<file path="config.mk">
export PLATFORM = sky130hd
export DESIGN_NAME = epoch_seconds_to_calendar_core
export DESIGN_NICKNAME = d
export VERILOG_FILES = /design/src/rtl/ecal_pkg.sv /design/src/rtl/epoch_seconds_to_calendar_core.sv /design/src/rtl/ecal_split.sv /design/src/rtl/ecal_date.sv /design/src/rtl/ecal_clock.sv
export SDC_FILE = /design/constraint.sdc
export NUM_CORES = 2
export LEC_CHECK = 0
export ABC_AREA = 1
export BUFFER_PORTS_ARGS = -buffer_cell sky130_fd_sc_hd__clkbuf_2
export CAP_MARGIN = 20
export CORE_UTILIZATION = 65
export CTS_BUF_LIST = sky130_fd_sc_hd__clkbuf_8 sky130_fd_sc_hd__clkbuf_16
export CTS_CLUSTER_SIZE = 25
export DETAILED_ROUTE_END_ITERATION = 10
export PLACE_DENSITY = 0.82
export SYNTH_ARGS = -nofsm -noshare
export SYNTH_HDL_FRONTEND = slang
export SYNTH_SLANG_ARGS = --single-unit
</file>
<file path="constraint.sdc">
create_clock -name i_clk -period 15 [get_ports i_clk]
set_input_delay 0.75 -clock i_clk [delete_from_list [all_inputs] [get_ports i_clk]]
set_output_delay 0.75 -clock i_clk [all_outputs]
set_load 0.03 [all_outputs]
</file>
<file path="src/rtl/ecal_pkg.sv">
`timescale 1ns / 1ps
`default_nettype none
// ----------------------------------------------------------------------------
// Epoch calendar package
// Constants and the March-based month start table shared by the datapath.
// ----------------------------------------------------------------------------
package ecal_pkg;

    localparam logic [25:0] DAY_RECIP   = 26'd50903317;
    localparam int          DAY_SHIFT   = 35;
    localparam logic [16:0] SECS_DAY    = 17'd86400;
    localparam logic [15:0] MAR68_OFS   = 16'd671;
    localparam logic [15:0] MAR2100_DAY = 16'd47541;
    localparam logic [15:0] QUAD_RECIP  = 16'd45934;
    localparam logic [10:0] QUAD_DAYS   = 11'd1461;
    localparam logic [8:0]  YEAR_DAYS   = 9'd365;
    localparam logic [11:0] BASE_YEAR   = 12'd1968;
    localparam logic [16:0] WEEK_RECIP  = 17'd74899;
    localparam logic [12:0] MON_RECIP   = 13'd6854;
    localparam logic [12:0] HOUR_RECIP  = 13'd4661;
    localparam logic [11:0] SECS_HOUR   = 12'd3600;
    localparam logic [10:0] MIN_RECIP   = 11'd1093;

    function automatic logic [8:0] month_start(input logic [3:0] mp);
        logic [8:0] s;
        unique case (mp)
            4'd0:    s = 9'd0;
            4'd1:    s = 9'd31;
            4'd2:    s = 9'd61;
            4'd3:    s = 9'd92;
            4'd4:    s = 9'd122;
            4'd5:    s = 9'd153;
            4'd6:    s = 9'd184;
            4'd7:    s = 9'd214;
            4'd8:    s = 9'd245;
            4'd9:    s = 9'd275;
            4'd10:   s = 9'd306;
            4'd11:   s = 9'd337;
            default: s = 9'd0;
        endcase
        return s;
    endfunction

endpackage
`default_nettype wire

</file>
<file path="src/rtl/epoch_seconds_to_calendar_core.sv">
`timescale 1ns / 1ps
`default_nettype none
// ----------------------------------------------------------------------------
// Epoch seconds to calendar core
// Converts an unsigned 32-bit count of seconds since 1970-01-01 00:00:00
// into Gregorian year, month, day, hour, minute, second and weekday.
//
// The input word is taken when i_valid and o_ready are both high; the
// result word leaves when o_valid and i_ready are both high.
// The datapath is an eight-stage pipeline: three stages split days from
// the time of day, then five stages form the date and the clock fields
// in parallel. One word can enter on every cycle while the receiver
// does not hold i_ready low with a result waiting.
// All stages advance together. When the receiver holds i_ready low with
// a result waiting, the whole pipeline freezes and o_ready drops, so no
// word is lost or repeated. Reset clears the stage valid bits; the data
// registers are not reset.
// ----------------------------------------------------------------------------
module epoch_seconds_to_calendar_core import ecal_pkg::*; (
    input  wire logic        i_clk,
    input  wire logic        i_rst_n,
    input  wire logic        i_valid,
    output logic             o_ready,
    input  wire logic [31:0] i_epoch_seconds,
    output logic             o_valid,
    input  wire logic        i_ready,
    output logic      [11:0] o_year_value,
    output logic      [3:0]  o_month_value,
    output logic      [4:0]  o_day_of_month,
    output logic      [4:0]  o_hour_value,
    output logic      [5:0]  o_minute_value,
    output logic      [5:0]  o_second_value,
    output logic      [2:0]  o_weekday_value
);

    logic [7:0]  r_vld;
    logic        w_en;
    logic [15:0] w_days;
    logic [15:0] w_days_mar;
    logic [16:0] w_tod;

    assign w_en    = ~r_vld[7] | i_ready;
    assign o_ready = w_en;
    assign o_valid = r_vld[7];

    always_ff @(posedge i_clk) begin
        if (!i_rst_n) begin
            r_vld <= '0;
        end else if (w_en) begin
            r_vld <= {r_vld[6:0], i_valid};
        end
    end

    ecal_split u_split (
        .i_clk      (i_clk),
        .i_en       (w_en),
        .i_secs     (i_epoch_seconds),
        .o_days     (w_days),
        .o_days_mar (w_days_mar),
        .o_tod      (w_tod)
    );

    ecal_date u_date (
        .i_clk      (i_clk),
        .i_en       (w_en),
        .i_days     (w_days),
        .i_days_mar (w_days_mar),
        .o_year     (o_year_value),
        .o_month    (o_month_value),
        .o_day      (o_day_of_month),
        .o_weekday  (o_weekday_value)
    );

    ecal_clock u_clock (
        .i_clk    (i_clk),
        .i_en     (w_en),
        .i_tod    (w_tod),
        .o_hour   (o_hour_value),
        .o_minute (o_minute_value),
        .o_second (o_second_value)
    );

`ifndef NO_ASSERTIONS
    a_month_range: assert property (@(posedge i_clk) disable iff (!i_rst_n)
        o_valid |-> (o_month_value >= 4'd1 && o_month_value <= 4'd12))
        else $error("month out of range");
    a_day_range: assert property (@(posedge i_clk) disable iff (!i_rst_n)
        o_valid |-> (o_day_of_month >= 5'd1))
        else $error("day of month is zero");
    a_time_range: assert property (@(posedge i_clk) disable iff (!i_rst_n)
        o_valid |-> (o_hour_value < 5'd24 && o_minute_value < 6'd60
                     && o_second_value < 6'd60))
        else $error("time of day out of range");
    a_week_range: assert property (@(posedge i_clk) disable iff (!i_rst_n)
        o_valid |-> (o_weekday_value < 3'd7))
        else $error("weekday out of range");
`endif

endmodule
`default_nettype wire

</file>
<file path="src/rtl/ecal_split.sv">
`timescale 1ns / 1ps
`default_nettype none
// ----------------------------------------------------------------------------
// Day split
// Three stages that separate whole days from the time of day.
// ----------------------------------------------------------------------------
module ecal_split import ecal_pkg::*; (
    input  wire logic        i_clk,
    input  wire logic        i_en,
    input  wire logic [31:0] i_secs,
    output logic      [15:0] o_days,
    output logic      [15:0] o_days_mar,
    output logic      [16:0] o_tod
);

    logic [50:0] r_prod1;
    logic [31:0] r_secs1;
    logic [15:0] r_days2;
    logic [31:0] r_secs2;
    logic [15:0] r_days3;
    logic [15:0] r_mar3;
    logic [16:0] r_tod3;
    logic [31:0] n_tod;
    logic [15:0] n_mar;

    always_comb begin
        n_tod = r_secs2 - (32'(r_days2) * 32'(SECS_DAY));
        n_mar = r_days2 + MAR68_OFS + 16'(r_days2 >= MAR2100_DAY);
    end

    always_ff @(posedge i_clk) begin
        if (i_en) begin
            r_prod1 <= 51'(i_secs[31:7]) * 51'(DAY_RECIP);
            r_secs1 <= i_secs;
            r_days2 <= r_prod1[DAY_SHIFT +: 16];
            r_secs2 <= r_secs1;
            r_days3 <= r_days2;
            r_mar3  <= n_mar;
            r_tod3  <= n_tod[16:0];
        end
    end

    assign o_days     = r_days3;
    assign o_days_mar = r_mar3;
    assign o_tod      = r_tod3;

endmodule
`default_nettype wire

</file>
<file path="src/rtl/ecal_date.sv">
`timescale 1ns / 1ps
`default_nettype none
// ----------------------------------------------------------------------------
// Date unit
// Five stages from a March-based day count to year, month, day and weekday.
// ----------------------------------------------------------------------------
module ecal_date import ecal_pkg::*; (
    input  wire logic        i_clk,
    input  wire logic        i_en,
    input  wire logic [15:0] i_days,
    input  wire logic [15:0] i_days_mar,
    output logic      [11:0] o_year,
    output logic      [3:0]  o_month,
    output logic      [4:0]  o_day,
    output logic      [2:0]  o_weekday
);

    logic [31:0] r_cp4;
    logic [15:0] r_mar4;
    logic [15:0] r_wx4;
    logic [32:0] r_wp4;
    logic [5:0]  r_cyc5;
    logic [10:0] r_rem5;
    logic [2:0]  r_wk5;
    logic [8:0]  r_doy6;
    logic [11:0] r_ym6;
    logic [2:0]  r_wk6;
    logic [23:0] r_mpp7;
    logic [8:0]  r_doy7;
    logic [11:0] r_ym7;
    logic [2:0]  r_wk7;
    logic [11:0] r_year8;
    logic [3:0]  r_month8;
    logic [4:0]  r_day8;
    logic [2:0]  r_wk8;

    logic [15:0] n_rem;
    logic [15:0] n_wk;
    logic [1:0]  n_yoff;
    logic [10:0] n_doy;
    logic [3:0]  n_mp;
    logic [8:0]  n_day;

    always_comb begin
        n_rem = r_mar4 - (16'(r_cp4[31:26]) * 16'(QUAD_DAYS));
        n_wk  = r_wx4 - (16'(r_wp4[32:19]) * 16'd7);
        priority if (r_rem5 >= 11'd1095) begin
            n_yoff = 2'd3;
        end else if (r_rem5 >= 11'd730) begin
            n_yoff = 2'd2;
        end else if (r_rem5 >= 11'd365) begin
            n_yoff = 2'd1;
        end else begin
            n_yoff = 2'd0;
        end
        n_doy = r_rem5 - (11'(n_yoff) * 11'(YEAR_DAYS));
        n_mp  = r_mpp7[23:20];
        n_day = r_doy7 - month_start(n_mp) + 9'd1;
    end

    always_ff @(posedge i_clk) begin
        if (i_en) begin
            r_cp4    <= 32'(i_days_mar) * 32'(QUAD_RECIP);
            r_mar4   <= i_days_mar;
            r_wx4    <= i_days + 16'd4;
            r_wp4    <= 33'(i_days + 16'd4) * 33'(WEEK_RECIP);
            r_cyc5   <= r_cp4[31:26];
            r_rem5   <= n_rem[10:0];
            r_wk5    <= n_wk[2:0];
            r_doy6   <= n_doy[8:0];
            r_ym6    <= BASE_YEAR + {4'd0, r_cyc5, 2'd0} + 12'(n_yoff);
            r_wk6    <= r_wk5;
            r_mpp7   <= 24'(11'(r_doy6) * 11'd5 + 11'd2) * 24'(MON_RECIP);
            r_doy7   <= r_doy6;
            r_ym7    <= r_ym6;
            r_wk7    <= r_wk6;
            r_day8   <= n_day[4:0];
            r_month8 <= (n_mp < 4'd10) ? n_mp + 4'd3 : n_mp - 4'd9;
            r_year8  <= r_ym7 + 12'(n_mp >= 4'd10);
            r_wk8    <= r_wk7;
        end
    end

    assign o_year    = r_year8;
    assign o_month   = r_month8;
    assign o_day     = r_day8;
    assign o_weekday = r_wk8;

endmodule
`default_nettype wire

</file>
<file path="src/rtl/ecal_clock.sv">
`timescale 1ns / 1ps
`default_nettype none
// ----------------------------------------------------------------------------
// Time of day unit
// Five stages from seconds of the day to hour, minute and second.
// ----------------------------------------------------------------------------
module ecal_clock import ecal_pkg::*; (
    input  wire logic        i_clk,
    input  wire logic        i_en,
    input  wire logic [16:0] i_tod,
    output logic      [4:0]  o_hour,
    output logic      [5:0]  o_minute,
    output logic      [5:0]  o_second
);

    logic [25:0] r_hp4;
    logic [16:0] r_tod4;
    logic [4:0]  r_hour5;
    logic [11:0] r_remh5;
    logic [20:0] r_minp6;
    logic [4:0]  r_hour6;
    logic [11:0] r_remh6;
    logic [4:0]  r_hour7;
    logic [5:0]  r_min7;
    logic [5:0]  r_sec7;
    logic [4:0]  r_hour8;
    logic [5:0]  r_min8;
    logic [5:0]  r_sec8;

    logic [16:0] n_remh;
    logic [11:0] n_sec;

    always_comb begin
        n_remh = r_tod4 - (17'(r_hp4[24:20]) * 17'(SECS_HOUR));
        n_sec  = r_remh6 - (12'(r_minp6[19:14]) * 12'd60);
    end

    always_ff @(posedge i_clk) begin
        if (i_en) begin
            r_hp4   <= 26'(i_tod[16:4]) * 26'(HOUR_RECIP);
            r_tod4  <= i_tod;
            r_hour5 <= r_hp4[24:20];
            r_remh5 <= n_remh[11:0];
            r_minp6 <= 21'(r_remh5[11:2]) * 21'(MIN_RECIP);
            r_hour6 <= r_hour5;
            r_remh6 <= r_remh5;
            r_hour7 <= r_hour6;
            r_min7  <= r_minp6[19:14];
            r_sec7  <= n_sec[5:0];
            r_hour8 <= r_hour7;
            r_min8  <= r_min7;
            r_sec8  <= r_sec7;
        end
    end

    assign o_hour   = r_hour8;
    assign o_minute = r_min8;
    assign o_second = r_sec8;

endmodule
`default_nettype wire

</file>
* Word level (Yosys, flattened, before mapping) *
Memory sizes are Yosys's and may differ from the RTL's. A register that Yosys moved wholly into a read port is not among the register bits.
Cells that the tools add are included.
W data, S select, Z words.

word-level totals
  register bits after elaboration = 466
  ROM bits = 144
  bits of input ports = 36
  output and inout bits = 43
  logic and storage cells = 84
  memories = 1

operators by class
  add/sub/neg operators = 18
  $mul = 13
  order comparisons = 6
  mux-type cells = 5
  bitwise logic cells = 2

memory list
  memory            words  width  read ports  clocked after Yosys merged registers in  wr ports  line            RTL
  (name not given)  16     9      1           1                                        0         ecal_pkg.sv:26  unique case (mp)

operators by type and width
  cell                      number
  $mul A25 B26 Y51 const B  1
  $mul A33 B17 Y33 const B  1
  $mul A16 B15 Y31 const B  1
  $mul A13 B13 Y25 const B  1
  $mul A24 B12 Y23 const B  1
  $mul A10 B11 Y20 const B  1
  $add A16 B3 Y17 const B   1
  $sub A17 B17 Y17          1
  $add A16 B1 Y16           1
  $add A16 B10 Y16 const B  1
  $ge A16 B16 Y1 const B    1
  $mul A16 B10 Y10 const B  1
  $mul A14 B3 Y3 const B    1
  $add A12 B2 Y13 const B   1
  $add A11 B8 Y12 const A   1
  $add A12 B1 Y12           1
  $add A12 B2 Y12           1
  $mul A9 B3 Y12 const B    1
  $sub A12 B12 Y12          1
  $ge A11 B10 Y1 const B    1
  $ge A11 B11 Y1 const B    1
  $ge A11 B9 Y1 const B     1
  $mul A6 B11 Y11 const B   1
  $sub A11 B11 Y11          1
  18 further kinds          20

* Logic depth before layout (Yosys ltp) *
  depth after elaboration = 6
  depth in mapped cells = 39
  mapped depth without buffers = 39

* Modules after synthesis *
A second synthesis with hierarchy kept.

unflattened totals
  cell total of the unflattened synthesis = 4413
  area total of the unflattened synthesis = 41105.7 um2

by module, submodules not included
  module                          instances  cells an instance  area each (um2)  sequential area each (um2)
  ecal_date                       1          1827               17315.4          3493.4
  ecal_split                      1          1890               16460.8          3453.3
  ecal_clock                      1          646                6984.2           2552.4
  epoch_seconds_to_calendar_core  1          50                 345.3            160.2

* Worst setup path before layout *
No wires, ideal clock.

  path kind = input-to-reg
  start point = input i_ready
  end point = register with a tool-made name
  setup time = 0.109 ns
  arrival = 12.301 ns
  setup slack = 2.590 ns
  stages on the path = 8
  buffers on the path = 1
  cell sequence = nor2_1 inv_1 clkbuf_1 o21ai_0 ha_1 nand3b_1 nand2_1 inv_1

RTL lines
  item         line                                  RTL
  from (decl)  epoch_seconds_to_calendar_core.sv:26  input wire logic i_ready,

==> flow_summary.json <==
{
  "yosys-top-cells-area": "ha_1, edfxtp_1, fa_1, inv_1, nand2_1",
  "min_to": "u_split.r_secs1[1]",
  "gp_congestion": 0.970,
  "min_path_cells": 1,
  "ios": 79,
  "clk_latency_ps": 560,
  "synth_top_cell_by_area": "ha_1",
  "avgSynthCellArea_um2": 9.82,
  "async_flop_share_pct": 0,
  "post_cts_buffers": 0,
  "period_needed_ps": 6760,
  "crit_fanout": 6,
  "cts-resized-gates": 0,
  "synth_flop_cell": "edfxtp_1",
  "area_growth_pct": 6.61,
  "synth_edf_count": 313,
  "vias": 27000,
  "slew_headroom_pct": 35.7,
  "min_path_type": "input port to register",
  "diodes": 0,
  "crit_slowest_cell": "fa_1",
  "drc_errors": 0,
  "hold_viol": 0,
  "dieWidth_um": 250,
  "cp.required_ps": 15430,
  "grt_remaining_overflow": 0,
  "initial_core_util_pct": 65.9,
  "synth_fp_nets": 5349,
  "period_share_pct": 45.1,
  "drive_gt1_share_pct": 4.43,
  "dieHeight_um": 250,
  "initialDrtViolationCount": 1209,
  "synthCells": 4059,
  "htree_num_levels": 2,
  "fmax_ghz": 0.148,
  "drtPass1Iterations": 5,
  "drv_cap": 0,
  "cts.reportedPaths.clkPinSlew_ps": 60,
  "antenna_found_initial": 0,
  "r2r-start": "u_date.r_doy6[1]",
  "critical-path-max-stage-delay_ps": 500,
  "cp_data_arrival_time_ps": 7190,
  "end_kind": "register",
  "grt_pass1_wl_um": 135000,
  "coreArea_um2": 60500,
  "dieArea_um2": 62300,
  "cts_tree": "built",
  "maxSlewViolCount": 0,
  "dp_hpwl_um": 68600,
  "cts_buffers": 36,
  "grt_max_degree": 148,
  "root_buffer": "clkbuf_16",
  "reg2reg_depth": 32,
  "mostFrequentLayoutCell": "inv_1",
  "ys_types": 46,
  "ff2ff_setup_slack_ps": 8240,
  "track_usage_pct": 27.1,
  "cts_max_path_buffers": 3,
  "final_cell_mix": "inv_1, ha_1, nand2_1",
  "finalSetupViolCount": 0,
  "cpMostUsedCell": "nand2_1",
  "avgViaCountPerCell": 5.41,
  "worst_slew_pin_slew_ps": 965,
  "fin_skew_ps": 22.3,
  "finalSetupTns_ps": 0,
  "synth_warnings": 0,
  "hp-start": "i_epoch_seconds[1]",
  "crit_type": "register to register",
  "synthesis.area_um2": 39900,
  "ant_nets": 0,
  "io_buffers": 78,
  "startpoint_type": "register",
  "ys_seq_area_share_pct": 24.2,
  "wl_um": 81500,
  "ys_ff_latch": 326,
  "rows": 90,
  "fin_nets": 5465,
  "cts_sinks": 326,
  "yosysTopAreaCellShare_pct": 25.9,
  "hold_buffers": 0,
  "grt_pass1_vias": 28600,
  "outcome": "completed",
  "rsz0062_at_grt": "false",
  "drt-wirelength-per-cell_um": 16.4
}
-- worst max path at each step --
stage	startpoint	endpoint	slack [ps]	cells past startpoint
after CTS	u_date.r_doy6[1]	register	8220	32
after global placement	u_date.r_doy6[1]	register	8480	32
after global routing	u_date.r_doy6[1]	register	7710	33
after floorplan	i_ready	register	2590	8
after detailed placement	u_date.r_doy6[1]	register	8250	32
final	u_date.r_doy6[1]	register	8240	32
-- kinds of logic (layout without fill, tap and decap cells) --
| logic type | Yosys count | count (layout) | share of synthesized area [%] |
|---|---|---|---|
| AO/OA/AOI/OAI | 390 | 390 | 5.48 |
| adder cells (fa/ha/maj) | 1254 | 1254 | 47.5 |
| XOR/XNOR | 155 | 155 | 3.44 |
| AND/OR/NAND/NOR | 871 | 871 | 9.36 |
| buffers and inverters | 1063 | 1206 | 10.0 |
| flip-flops | 326 | 326 | 24.2 |
-- cell usage after synthesis (2+ instances only) --
master	count
inv_1	1054
ha_1	824
nand2_1	460
fa_1	430
edfxtp_1	313
a21oi_1	187
nor2_1	187
o21ai_0	113
nand3_1	108
xor2_1	106
xnor2_1	47
nor3_1	33
nand4_1	25
a21o_1	18
o21bai_1	18
dfxtp_1	13
nand2_2	12
nand3b_1	11
a31oi_1	10
nor4_1	10
o211ai_1	10
a211oi_1	9
nor2_2	8
a21boi_0	6
inv_2	6
o21a_1	6
o31ai_1	4
nand2_4	3
nor3b_1	3
a31o_2	2
and2_1	2
clkbuf_1	2
nor3_2	2
nor3_4	2
o211ai_2	2
or2_2	2
xor2_2	2
-- routing by layer --
metal	GRT usage [%]	vias to the layer above	wire length, um
met5	0	-	0
met4	9.95	0	3020
met3	3.22	182	3140
met2	49.4	578	41400
met1	32.7	13000	33900
li1	-	13200	-
-- per-stage QoR --
step / hold slack (ps) / utilization (%) / area [um^2] / setup slack, ps / std cells
after CTS: 350 / 70.3 / 42500 / 8220 / 4984
after global routing: 356 / 70.3 / 42500 / 7710 / 4984
after detailed placement: 405 / 68.2 / 41300 / 8250 / 4919
final: 378 / 70.3 / 42500 / 8240 / 4984
after global placement: 400 / 68.2 / 41300 / 8480 / 4919
after floorplan: 400 / - / 39900 / 2590 / 4059
-- state kept, by name (all words and copies together), names as in the netlist, 16 cells and up, named ones only --
name and count:
u_split.r_days2 16, u_split.r_prod1 16, u_split.o_days_mar 16, u_split.o_tod 17, u_split.r_secs1 17, u_split.o_days 16
u_split.r_secs2 17
-- worst max-delay path, delay by kind of cell, from the launching register on --
kind	cells	cell delay (ps)
buf+inv	3	270
flops	1	490
xor+xnor	1	360
fa+ha+maj	9	3420
simple gates	15	1170
compound gates	4	920
-- cell type report --
type                    count  area, um^2
inverters                1060        3990
clock inverters            28         318
multi-input cells        2670       26200
clock buffers              37         926
repair buffers             81         425
flip-flops and latches    326        9660
fillers                  4505       18000
well taps                 782         978
Power is not shown: default switching activity piles up to over one toggle a cycle in this logic, so the estimate is an artifact.
